--- src/hw/rtl/gql_pkg.sv ---
package gql_pkg;

    localparam int GLYPH_COUNT   = 95;
    localparam int PEN_FRAC_BITS = 6;
    localparam int GLYPH_FIELDS  = 9;

    typedef enum logic [1:0] {
        CMD_LOAD  = 2'd0,
        CMD_START = 2'd1,
        CMD_CHAR  = 2'd2,
        CMD_NONE  = 2'd3
    } t_cmd;

    localparam logic [2:0] REG_SCALE = 3'd0;
    localparam logic [2:0] REG_POS_X = 3'd1;
    localparam logic [2:0] REG_POS_Y = 3'd2;
    localparam logic [2:0] REG_WIN_W = 3'd3;
    localparam logic [2:0] REG_WIN_H = 3'd4;
    localparam logic [2:0] REG_GAIN_X = 3'd5;
    localparam logic [2:0] REG_GAIN_Y = 3'd6;

    localparam logic [7:0] CH_TAB = 8'd9;
    localparam logic [7:0] CH_LF  = 8'd10;
    localparam logic [7:0] CH_VT  = 8'd11;
    localparam logic [7:0] CH_FF  = 8'd12;
    localparam logic [7:0] CH_CR  = 8'd13;
    localparam logic [7:0] CH_FIRST = 8'd32;
    localparam logic [7:0] CH_LAST  = 8'd126;

    // Classified operation handed from the front end to the back end.
    typedef enum logic [2:0] {
        OP_START   = 3'd0,
        OP_ADV4    = 3'd1,
        OP_LF      = 3'd2,
        OP_VT      = 3'd3,
        OP_CR      = 3'd4,
        OP_ADV1    = 3'd5,
        OP_GLYPH   = 3'd6
    } t_op;

    typedef struct packed {
        t_op        op;
        logic [7:0] glyph;
    } t_job;

endpackage

--- src/hw/rtl/gql_front.sv ---
module gql_front #(
    parameter int GLYPHS = gql_pkg::GLYPH_COUNT
) (
    input  logic                 i_clk,
    input  logic                 i_rst_n,
    input  logic                 i_valid,
    output logic                 o_ready,
    input  logic [1:0]           i_command,
    input  logic [7:0]           i_char_code,
    input  logic [6:0]           i_glyph_index,
    input  logic [3:0]           i_glyph_field,
    input  logic [16:0]          i_glyph_value,
    output logic                 o_we,
    output logic [$clog2(GLYPHS*gql_pkg::GLYPH_FIELDS)-1:0] o_waddr,
    output logic [16:0]          o_wdata,
    output logic                 o_job_valid,
    output gql_pkg::t_job        o_job,
    input  logic                 i_job_ready,
    input  logic                 i_back_idle
);
    import gql_pkg::*;
    localparam int AW = $clog2(GLYPHS*GLYPH_FIELDS);
    localparam logic [AW+4:0] FIELDS_W = (AW+5)'(GLYPH_FIELDS);

    // Two-entry queue towards the back end.
    t_job r_q [2];
    logic [1:0] r_cnt;
    logic       r_rd;
    logic       push, pop;
    t_job       job;
    logic       job_en;
    logic [AW+4:0] addr_full;

    always_comb begin
        job_en = 1'b0;
        job    = '{op: OP_START, glyph: 8'd0};
        unique case (t_cmd'(i_command))
            CMD_START: job_en = 1'b1;
            CMD_CHAR: begin
                job_en = 1'b1;
                priority if (i_char_code == CH_TAB || i_char_code == CH_FF) begin
                    job.op = OP_ADV4;
                end else if (i_char_code == CH_LF) begin
                    job.op = OP_LF;
                end else if (i_char_code == CH_VT) begin
                    job.op = OP_VT;
                end else if (i_char_code == CH_CR) begin
                    job.op = OP_CR;
                end else if (i_char_code < CH_FIRST || i_char_code > CH_LAST) begin
                    job.op = OP_ADV1;
                end else begin
                    job.op    = OP_GLYPH;
                    job.glyph = i_char_code - CH_FIRST;
                end
            end
            CMD_LOAD, CMD_NONE: job_en = 1'b0;
            default: job_en = 1'b0;
        endcase
    end

    // A load waits until nothing queued or in the back end can still read the table.
    assign o_ready = (r_cnt != 2'd2) &&
                     ((t_cmd'(i_command) != CMD_LOAD) || (r_cnt == 2'd0 && i_back_idle));
    assign push    = i_valid && o_ready && job_en;
    assign pop     = o_job_valid && i_job_ready;

    always_ff @(posedge i_clk) begin
        if (!i_rst_n) begin
            r_cnt <= '0;
            r_rd  <= 1'b0;
        end else begin
            if (push) begin
                r_q[r_rd ^ r_cnt[0]] <= job;
            end
            if (pop) begin
                r_rd <= ~r_rd;
            end
            r_cnt <= r_cnt + {1'b0, push} - {1'b0, pop};
        end
    end

    assign o_job_valid = (r_cnt != 2'd0);
    assign o_job       = r_q[r_rd];

    // Table loads go straight to the memory; the back end only reads it.
    assign addr_full = {{(AW-2){1'b0}}, i_glyph_index} * FIELDS_W
                       + {{(AW+1){1'b0}}, i_glyph_field};
    assign o_we    = i_valid && o_ready && (t_cmd'(i_command) == CMD_LOAD)
                     && ({25'd0, i_glyph_index} < GLYPHS)
                     && (i_glyph_field < 4'(GLYPH_FIELDS));
    assign o_waddr = addr_full[AW-1:0];
    assign o_wdata = i_glyph_value;
endmodule

--- config.mk ---
export PLATFORM = sky130hd
export DESIGN_NAME = gql_front
export DESIGN_NICKNAME = d
export VERILOG_FILES = /design/src/hw/rtl/gql_pkg.sv /design/src/hw/rtl/gql_front.sv
export SDC_FILE = /design/constraint.sdc
export NUM_CORES = 1
export LEC_CHECK = 0
export ABC_AREA = 1
export CAP_MARGIN = 20
export CORE_UTILIZATION = 48
export CTS_CLUSTER_SIZE = 12
export DETAILED_ROUTE_END_ITERATION = 8
export DONT_BUFFER_PORTS = 1
export GPL_TIMING_DRIVEN = 0
export PLACE_DENSITY = 0.66
export SYNTH_ARGS = -nofsm -noshare
export SYNTH_HDL_FRONTEND = slang
export SYNTH_SLANG_ARGS = --single-unit
export TNS_END_PERCENT = 20
--- constraint.sdc ---
create_clock -name i_clk -period 2.4 [get_ports i_clk]
set_input_delay 0.24 -clock i_clk [delete_from_list [all_inputs] [get_ports i_clk]]
set_output_delay 0.24 -clock i_clk [all_outputs]
set_load 0.1 [all_outputs]
==> results of run 1 <==
[cell usage after synthesis]
cell type,instances,share of area
nand2_1,56,0.10
inv_1,36,0.067
ha_1,25,0.16
edfxtp_1,22,0.33
nor2_1,20,0.037
buf_4,17,0.064
mux2_2,11,0.062
nand3_1,11,0.027
nor3_1,8,0.020
dfxtp_1,4,0.040
a21oi_1,3,0.0075
xor2_1,3,0.013
nand4_1,2,0.0062
xnor2_1,2,0.0087
a21boi_0,1,0.0037
a21oi_2,1,0.0044
and2_1,1,0.0031
buf_2,1,0.0025
clkbuf_1,1,0.0019
fa_1,1,0.010
nand2_4,1,0.0056
nand3_2,1,0.0050
nor2_2,1,0.0031
nor2_4,1,0.0056
nor3b_2,1,0.0062
o21a_1,1,0.0037
o21ai_0,1,0.0025
[how the worst max path moves through the flow]
| stage | depth (start not counted) | start | end | slack, ns |
|---|---|---|---|---|
| after floorplan | 6 | i_glyph_index[1] | o_waddr[5] | -0.14 |
| after global placement | 6 | i_glyph_index[1] | o_waddr[5] | -0.25 |
| after detailed placement | 6 | i_glyph_index[1] | o_waddr[5] | -0.26 |
| after CTS | 6 | i_glyph_index[0] | o_waddr[4] | -0.21 |
| after global routing | 6 | i_glyph_index[0] | o_waddr[4] | -0.09 |
| final | 6 | i_glyph_index[0] | o_waddr[4] | 0.003 |
[stage by stage]
step | std cells | setup WS, ns
6_report | 287 | 0.00331
5_1_grt | 287 | -0.0853
4_1_cts | 287 | -0.212
3_5_place_dp | 283 | -0.257
3_3_place_gp | 283 | -0.253
2_1_floorplan | 233 | -0.138
[metal layers]
metal | wire length, µm | part of all wire | vias to the layer above
met1 | 1390 | 0.42 | 625
li1 | - | - | 742
met3 | 216 | 0.065 | 4
met2 | 1700 | 0.51 | 40
met5 | 0 | 0 | -
met4 | 29 | 0.0087 | 0
[registers in the layout, indices dropped and copies added, names as in the netlist, named ones only]
signal and flops:
r_q 22, r_cnt 2, r_rd 1
[cell usage in the layout (no fill, tap or decap), drive strengths merged, types with 2 or more instances in the layout]
cell type   n
nor2       22
dfxtp       4
xnor2       2
nand4       2
buf        18
xor2        3
a21oi       4
inv        36
nand3      12
nand2      57
nor3        8
mux2       11
ha         25
clkbuf      5
edfxtp     22
[where the power goes]
| part | internal [mW] | switching, mW | leakage (nW) |
|---|---|---|---|
| Sequential | 0.547 | 0.0252 | 0.237 |
| Clock | 0.146 | 0.126 | 0.0288 |
| Combinational | 0.235 | 1.16 | 0.795 |
| Total | 0.928 | 1.31 | 1.06 |
[cell families after synthesis]
kind of cell / after synthesis / share of synthesized area
multiplexers: 11 / 0.0617
adder cells (fa/ha/maj): 26 / 0.166
XOR/XNOR: 5 / 0.0218
AND/OR/NAND/NOR: 103 / 0.224
buffers and inverters: 55 / 0.135
AO/OA/AOI/OAI: 7 / 0.0218
flip-flops: 26 / 0.369
[what timing repair did]
item | in CTS | in global routing
pin swaps | 0 | 1
buffers inserted | 0 | 0
resized for setup | 7 | 5
endpoints found under the setup margin | 6 | 7
[layout make-up]
| cell class | instances | area [µm²] |
|---|---|---|
| Fill cell | 365 | 1780 |
| Multi-Input combinational cell | 152 | 1090 |
| Sequential cell | 26 | 741 |
| Buffer | 19 | 136 |
| Inverter | 36 | 135 |
| Tap cell | 50 | 62.6 |
| Clock buffer | 4 | 55.1 |
==> summary.md, run 1 <==
| Metric | Value |
|---|---|
| Crit-path slowest cell | xor2_4 |
| Root buffer cell | clkbuf_8 |
| Slew headroom | 0.230 |
| Hold Path Class | primary input to register |
| CTS tree | done |
| GPL Wtd Cong | 0.721 |
| DR WL/cell | 11.6 µm |
| Antenna violations before repair | 0 |
| Sequential area share after synthesis | 0.369 |
| Rows | 23 |
| Crit path required time | around 2.2 ns |
| Setup crit end kind | output pin |
| Maximum clock rate | 417 MHz |
| Routed vias/inst | about 4.9 |
| CP delay by family, top | adder cells |
| DRC errors left | 0 |
| First-pass GRT wire length | 5330 µm |
| Share of cells above drive strength 1 | 0.215 |
| Worst-path clk slew | 0.08 ns |
| Die area | 4440 µm² |
| Most Crowded Layer GR | met2 |
| Final period util | 0.999 |
| Cell area power density | 1010 nW/µm² |
| Peak VDD IR | 639 µV |
| Total track usage | 0.157 |
| Routing usage on met1 | 0.193 |
| CP bufs+invs | 0 |
| Die H | about 67 µm |
| Post-route ant nets | 0 |
| Total vias in the final route | 1,411 |
| Worst reg2reg setup slack | 0.55 ns |
| Clock insertion delay at the later pin of the skew report | 0.27 ns |
| Fin. Hold Viols | 0 |
| Pwr Total | approximately 2.2 mW |
| Worst Reg-to-Reg Cells | 4 |
| Worst path max stage delay | 0.66 ns |
| Min Tclk post-route | 2.40 ns |
| Syn_area_per_cell | 8.61 µm² |
| Syn nets | 302 |
| Total wire length | 3330 µm |
| Worst slew pin tran | 1.15 ns |
| Ant. Diodes | 0 |
| Placed inst area | 2100 µm² |
| Die W | 66.7 µm |
| HP Start | i_rst_n |
| Seq cells post-synth | 26 |
| Synth Warn # | 0 |
| Critical Path Source Type | primary input |
| Num ports | 84 |
| Worst hold stages | 2 |
| RSZ-0062 raised after global routing | true |
| Htree depth | 1 |
| Area Growth Syn to Fin | 10.6% |
| Worst reg2reg endpoint | r_q[1][4]$_DFFE_PP_ |
| GRT overflow | 0 |
| # hold bufs at CTS | 0 |
| Post-route cell area | between 2000 and 2500 µm² |
| Crit-path cells | ha_1 > ha_1 > ha_1 > nand3_1 > nand3_1 > xor2_4 |
| Worst-path maximum fanout | 4 |
| Buffers added on ports | 0 |
| Slew Viols, Final | 0 |
| Crit-path most repeated cell | ha_1 |
| Crit path arrival time | roughly 2.2 ns |
| First-pass detailed-route iteration total | 4 |
| Cell Area, Synth | 2010 µm² |
| Hold path endpoint | r_cnt[0]$_SDFF_PN0_ |
| Vias in the first global route | between 1,000 and 1,500 |
| Max Clock Skew | 0.00260 ns |
| Hold slack | 0.0633 ns |
| Setup Viol. Count Final | 0 |
| Largest net degree at the start of global routing | 15 |
| Max Cap Viol | 0 |
| Area of the core | 4000 µm² |
| Met3 Use GR | 0.0342 |
| Critical path class | primary input to output pin |
| Status | finished, final reports clean |
| DPL Wire Length | 2670 µm |
| CTS sink cnt | 26 |
| Initial DRC count | 16 |
| Starting Density | 0.502 |
| Final core occ | 0.555 |
| Mapped Cells | about 230 |
| Total CTS buffers | 3 |
| Pleak | 1.06 nW |
| Setup TNS | 0 ns |
| Final #Nets | 307 |
| Distinct cells, synth | 27 |
| Worst reg2reg path startpoint | r_cnt[0]$_SDFF_PN0_ |
| GR Util met2 | 0.274 |
| Clk buf depth | 2 |
Note: power is estimated with default switching activity, not from simulation.
==> run 2, diff against run 1 <==
- CORE_UTILIZATION: 48 -> 40
- PLACE_DENSITY: 0.66 -> 0.57
==> run 2 against run 1 <==
Effect of this change: final cell count grew 6.3%; critical path depth fell by 2; maximum frequency grew 2.4%; power grew 1.9%; combinational power increased by 3%; clock skew decreased by 0.00065 ns; design area is 2.4% higher; sequential cell count unchanged; non-clock buffer count rose by 1; highest routed layer unchanged; first-iteration DRC count is 120% higher.
==> summary.md, run 2 (same netlist as run 1, synthesis figures left out) <==
| Metric | Value |
|---|---|
| Status | finished, final reports clean |
| CTS sink cnt | 26 |
| DRC errors left | 0 |
| Placement Setup Slack | -0.242 ns |
| Commonest cells after routing, fill and taps aside | 52 x nand2_1, 36 x inv_1, 24 x ha_1 |
| RSZ-0062 raised after global routing | true |
| Worst slew pin tran | around 1.2 ns |
| Worst path max stage delay | roughly 0.94 ns |
| Final instance count without filler cells | 305 |
| DR WL/cell | 11.9 µm |
| Commonest non-fill, non-tap cell in the layout | nand2_1 |
| Starting Density | 0.419 |
| Crit-path cells | ha_1 > ha_1 > ha_1 > xor2_2 |
| Area Growth Syn to Fin | 13.3% |
| Setup TNS | 0 ns |
| DPL Wire Length | 2950 µm |
| Initial DRC count | 35 |
| Final #Nets | approximately 310 |
| Clk buf depth | 2 |
| First-pass GRT wire length | 5740 µm |
| Hold Path Class | primary input to register |
| Peak VDD IR | 596 µV |
| Vias in the first global route | 1,319 |
| CTS tree | done |
| Total CTS buffers | 3 |
| Routed vias/inst | between 4 and 5 |
| Crit path arrival time | 2.10 ns |
| Die W | 72.8 µm |
| Die area | 5300 µm² |
| GRT overflow | 0 |
| Placed inst area | ~2200 µm² |
| Crit-path most repeated cell | ha_1 |
| Min Tclk post-route | 2.34 ns |
| Final worst setup slack | 0.0587 ns |
| Critical path class | primary input to output pin |
| Max Clock Skew | 0.00195 ns |
| Worst-path maximum fanout | 4 |
| GPL Wtd Cong | 0.813 |
| Share of cells above drive strength 1 | 0.218 |
| Pleak | 1.07 nW |
| Total vias in the final route | 1,483 |
| Dpl cells | between 300 and 400 |
| Area of the core | 4790 µm² |
| Antenna violations before repair | 0 |
| Crit-path slowest cell | xor2_2 |
| Setup Viol. Count Final | 0 |
| Num ports | 84 |
| Ant. Diodes | 0 |
| Largest net degree at the start of global routing | 15 |
| Critical Path Source Type | primary input |
| Post-route ant nets | 0 |
| Max Cap Viol | 0 |
| Die H | 72.8 µm |
| Total track usage | 0.139 |
| First-pass detailed-route iteration total | 4 |
| Root buffer cell | clkbuf_8 |
| Clock insertion delay at the later pin of the skew report | 0.26 ns |
| Max FFs per register | 22 |
| Total wire length | around 3600 µm |
| Pwr Total | 2.29 mW |
| Final period util | 0.976 |
| Fin. Hold Viols | 0 |
| Buffers added on ports | 0 |
| Htree depth | 1 |
| Crit path required time | 2.16 ns |
| Maximum clock rate | about 430 MHz |
| Post-route cell area | 2270 µm² |
| Slew headroom | 0.227 |
| Setup crit end kind | output pin |
| Cell area power density | 1010 nW/µm² |
| Slew Viols, Final | 0 |
| Worst-path clk slew | 0.08 ns |
| Rows | 25 |
-- run 2: report_power, final --
group | leakage, nW | internal [mW] | switching (mW)
Clock | 0.0288 | 0.146 | 0.123
Combinational | 0.808 | 0.266 | 1.18
Sequential | 0.237 | 0.547 | 0.0251
-- run 2: layout make-up --
cell class | instances | area [µm²]
Timing Repair Buffer | 1 | 27.5
Sequential cell | 26 | 741
Tap cell | 67 | 83.8
Buffer | 19 | 136
Fill cell | 477 | 2510
Clock buffer | 4 | 55.1
Multi-Input combinational cell | 152 | 1090
Inverter | 36 | 135
-- run 2: timing repair --
item | in CTS | in global routing
endpoints found under the setup margin | 5 | 5
pin swaps | 0 | 2
gates resized for setup | 7 | 6
hold buffers | 0 | 0
setup buffers | 0 | 0
-- run 2: path summary, 6_finish.rpt --
check	start	to	slack, ns	depth (start not counted)
hold reg to reg	r_rd$_SDFFE_PN0P_	r_rd$_SDFFE_PN0P_	0.56	3
setup / recovery	i_glyph_index[0]	o_waddr[3]	0.06	4
hold / removal	i_rst_n	r_cnt[0]$_SDFF_PN0_	0.06	2
setup reg to reg	r_cnt[0]$_SDFF_PN0_	r_q[1][5]$_DFFE_PP_	0.51	4
-- run 2: routing by layer --
metal | share of wire | vias up | GRT usage
li1 | - | 749 | -
met1 | 0.47 | 683 | 0.172
met2 | 0.47 | 47 | 0.245
met3 | 0.052 | 4 | 0.0414
met4 | 0.0039 | 0 | 0.0196
met5 | 0 | - | 0
-- run 2: critical path: cells and delay by family --
kind	cells	cell delay, ns
xor+xnor	1	0.94
fa+ha+maj	3	0.91
-- run 2: metrics by stage --
step            util  hold WS (ns)
2_1_floorplan      -         0.333
3_5_place_dp   0.450         0.339
3_3_place_gp   0.442         0.340
4_1_cts        0.468        0.0536
5_1_grt        0.475        0.0603
6_report       0.475        0.0646
==> run 3, diff against run 2 <==
- CORE_UTILIZATION: 40 -> 39
- PLACE_DENSITY: 0.57 -> not set
==> run 3 against run 2 <==
Effect of this change: sequential share of layout area increased by 0.23 points; clock power increased by 31%; combinational power decreased by 3%; power increased by 1.6%; non-clock buffer count decreased by 1; routed wire length decreased by 2.1%; design area decreased by 0.72%; die area increased by 2.5%.
==> summary.md, run 3 (same netlist as run 1, synthesis figures left out) <==
| Metric | Value |
|---|---|
| Final #Nets | about 310 |
| Switching share of power | 0.568 |
| DR WL/cell | around 12 µm |
| Antenna violations before repair | 0 |
| Area Growth Syn to Fin | 12.5% |
| Crit-path slowest cell | xor2_4 |
| DPL Wire Length | between 2000 and 3000 µm |
| Peak VDD IR | 483 µV |
| Total CTS buffers | 3 |
| Die W | 73.7 µm |
| Vias in the first global route | between 1,000 and 1,500 |
| Slew headroom | 0.229 |
| Crit path required time | roughly 2.2 ns |
| Ant. Diodes | 0 |
| Die H | 73.7 µm |
| Worst reg2reg path startpoint | r_cnt[0]$_SDFF_PN0_ |
| Crit path arrival time | 2.15 ns |
| Critical path class | primary input to output pin |
| Worst hold stages | 2 |
| Worst slew pin tran | 1.16 ns |
| Total track usage | 0.134 |
| DRC errors left | 0 |
| CP delay by family, top | adder cells |
| Total vias in the final route | 1,393 |
| GRT overflow | 0 |
| Clock insertion delay at the later pin of the skew report | around 0.27 ns |
| Dpl cells | 300 |
| Root buffer cell | clkbuf_8 |
| Num ports | 84 |
| Worst reg2reg setup slack | 0.50 ns |
| Total wire length | between 3000 and 4000 µm |
| Htree depth | 1 |
| Critical Path Source Type | primary input |
| Worst-path maximum fanout | 4 |
| Post-route cell area | 2260 µm² |
| CTS sink cnt | 26 |
| Routed vias/inst | 4.58 |
| Setup crit end kind | output pin |
| Crit-path most repeated cell | ha_1 |
| Share of cells above drive strength 1 | 0.215 |
| Worst reg2reg endpoint | r_q[1][2]$_DFFE_PP_ |
| Filler cells | about 490 |
| Commonest cells after routing, fill and taps aside | 52 x nand2_1, 36 x inv_1, 24 x ha_1 |
| Placement Setup Slack | -0.267 ns |
| CTS tree | done |
| Multi-input logic area | 1090 µm² |
| Crit-path cells | ha_1 > ha_1 > ha_1 > nand2_1 > nand3_1 > xor2_4 |
| Clk buf depth | 2 |
| Final period util | 0.996 |
| Hold path endpoint | r_cnt[0]$_SDFF_PN0_ |
| Logic pwr share | 0.602 |
| First-pass GRT wire length | 5580 µm |
| Clock power share | 0.152 |
| HP Start | i_rst_n |
| FF+latch area | 741 µm² |
| Buffers added on ports | 0 |
| Worst Reg-to-Reg Cells | 4 |
| Max Cap Viol | 0 |
| Internal Power | 1.00 mW |
| Final worst setup slack | 0.0105 ns |
| Min Tclk post-route | 2.39 ns |
| Rows | 25 |
| RSZ-0062 raised after global routing | true |
| Largest net degree at the start of global routing | 16 |
| CP bufs+invs | 0 |
| Worst path max stage delay | 0.66 ns |
| Status | finished, final reports clean |
| Worst-path clk slew | 0.08 ns |
| Hold Path Class | primary input to register |
| GPL Wtd Cong | between 0.7 and 0.8 |
| Initial DRC count | 28 |
| Sw Pwr | 1.32 mW |
| Slew Viols, Final | 0 |
| Post-CTS setup-driven buffer insertion count | 0 |
| # hold bufs at CTS | 0 |
| Pleak | 1.07 nW |
| Part of the power in registers | 0.246 |
| Placed inst area | 2130 µm² |
| Post-route ant nets | 0 |
| Maximum clock rate | roughly 420 MHz |
| Fin. Hold Viols | 0 |
| Final instance count without filler cells | 304 |
| Max FFs per register | 22 |
| Commonest non-fill, non-tap cell in the layout | nand2_1 |
| Cell area power density | 1030 nW/µm² |
| Starting Density | 0.414 |
| Die area | about 5400 µm² |
| Max Clock Skew | 0.00569 ns |
| Setup Viol. Count Final | 0 |
| First-pass detailed-route iteration total | 4 |
| Area of the core | 4850 µm² |
## run 3: changes by cell type in the layout (fill, tap and decap cells not counted), sizes merged
cell | previous run | this run
buf | 19 | 18
bufinv | 0 | 1
clkbuf | 5 | 4
## run 3: power groups by stage
stage	combinational, mW	clock [mW]	sequential [mW]
2_1_floorplan	1.29	0	0.577
5_1_grt	1.46	0.377	0.579
3_3_place_gp	1.36	0	0.583
3_5_place_dp	1.37	0	0.584
6_report	1.40	0.353	0.572
4_1_cts	1.39	0.361	0.573
## run 3: how the worst max path moves through the flow
stage                       endpoint             start  slack [ns]  cells after the start
after floorplan           o_waddr[5]  i_glyph_index[1]       -0.14                      6
after detailed placement  o_waddr[5]  i_glyph_index[1]       -0.27                      6
after CTS                 o_waddr[4]  i_glyph_index[0]       -0.22                      6
final                     o_waddr[4]  i_glyph_index[0]        0.01                      6
after global placement    o_waddr[5]  i_glyph_index[1]       -0.26                      6
after global routing      o_waddr[4]  i_glyph_index[0]       -0.06                      6
## run 3: area by class of cell
class	count	area share
Buffer	19	0.0604
Inverter	36	0.0599
Multi-Input combinational cell	152	0.483
Clock inverter	1	0.0133
Clock buffer	3	0.0183
Tap cell	67	0.0371
Sequential cell	26	0.328
## run 3: metrics by stage
step	setup TNS (ns)	utilization	hold slack [ns]	power (mW)
3_3_place_gp	-1.51	0.436	0.338	1.94
6_report	0	0.466	0.0682	2.32
4_1_cts	-0.257	0.460	0.0609	2.33
5_1_grt	-0.0900	0.466	0.0593	2.42
3_5_place_dp	-1.23	0.438	0.339	1.95
2_1_floorplan	-0.407	-	0.333	1.86
## run 3: routing by layer
metal  global-route usage  vias to the layer above  routed length, µm
li1                     -                      740                  -
met1                0.172                      612               1650
met2                0.225                       37               1700
met3               0.0247                        4                167
met4               0.0449                        0                 36
met5                    0                        -                  0
## run 3: repair_timing
item	in CTS	in global routing
pin swaps	0	1
gates resized for setup	7	5
setup endpoints to repair	6	7
endpoints found under the hold margin	0	0
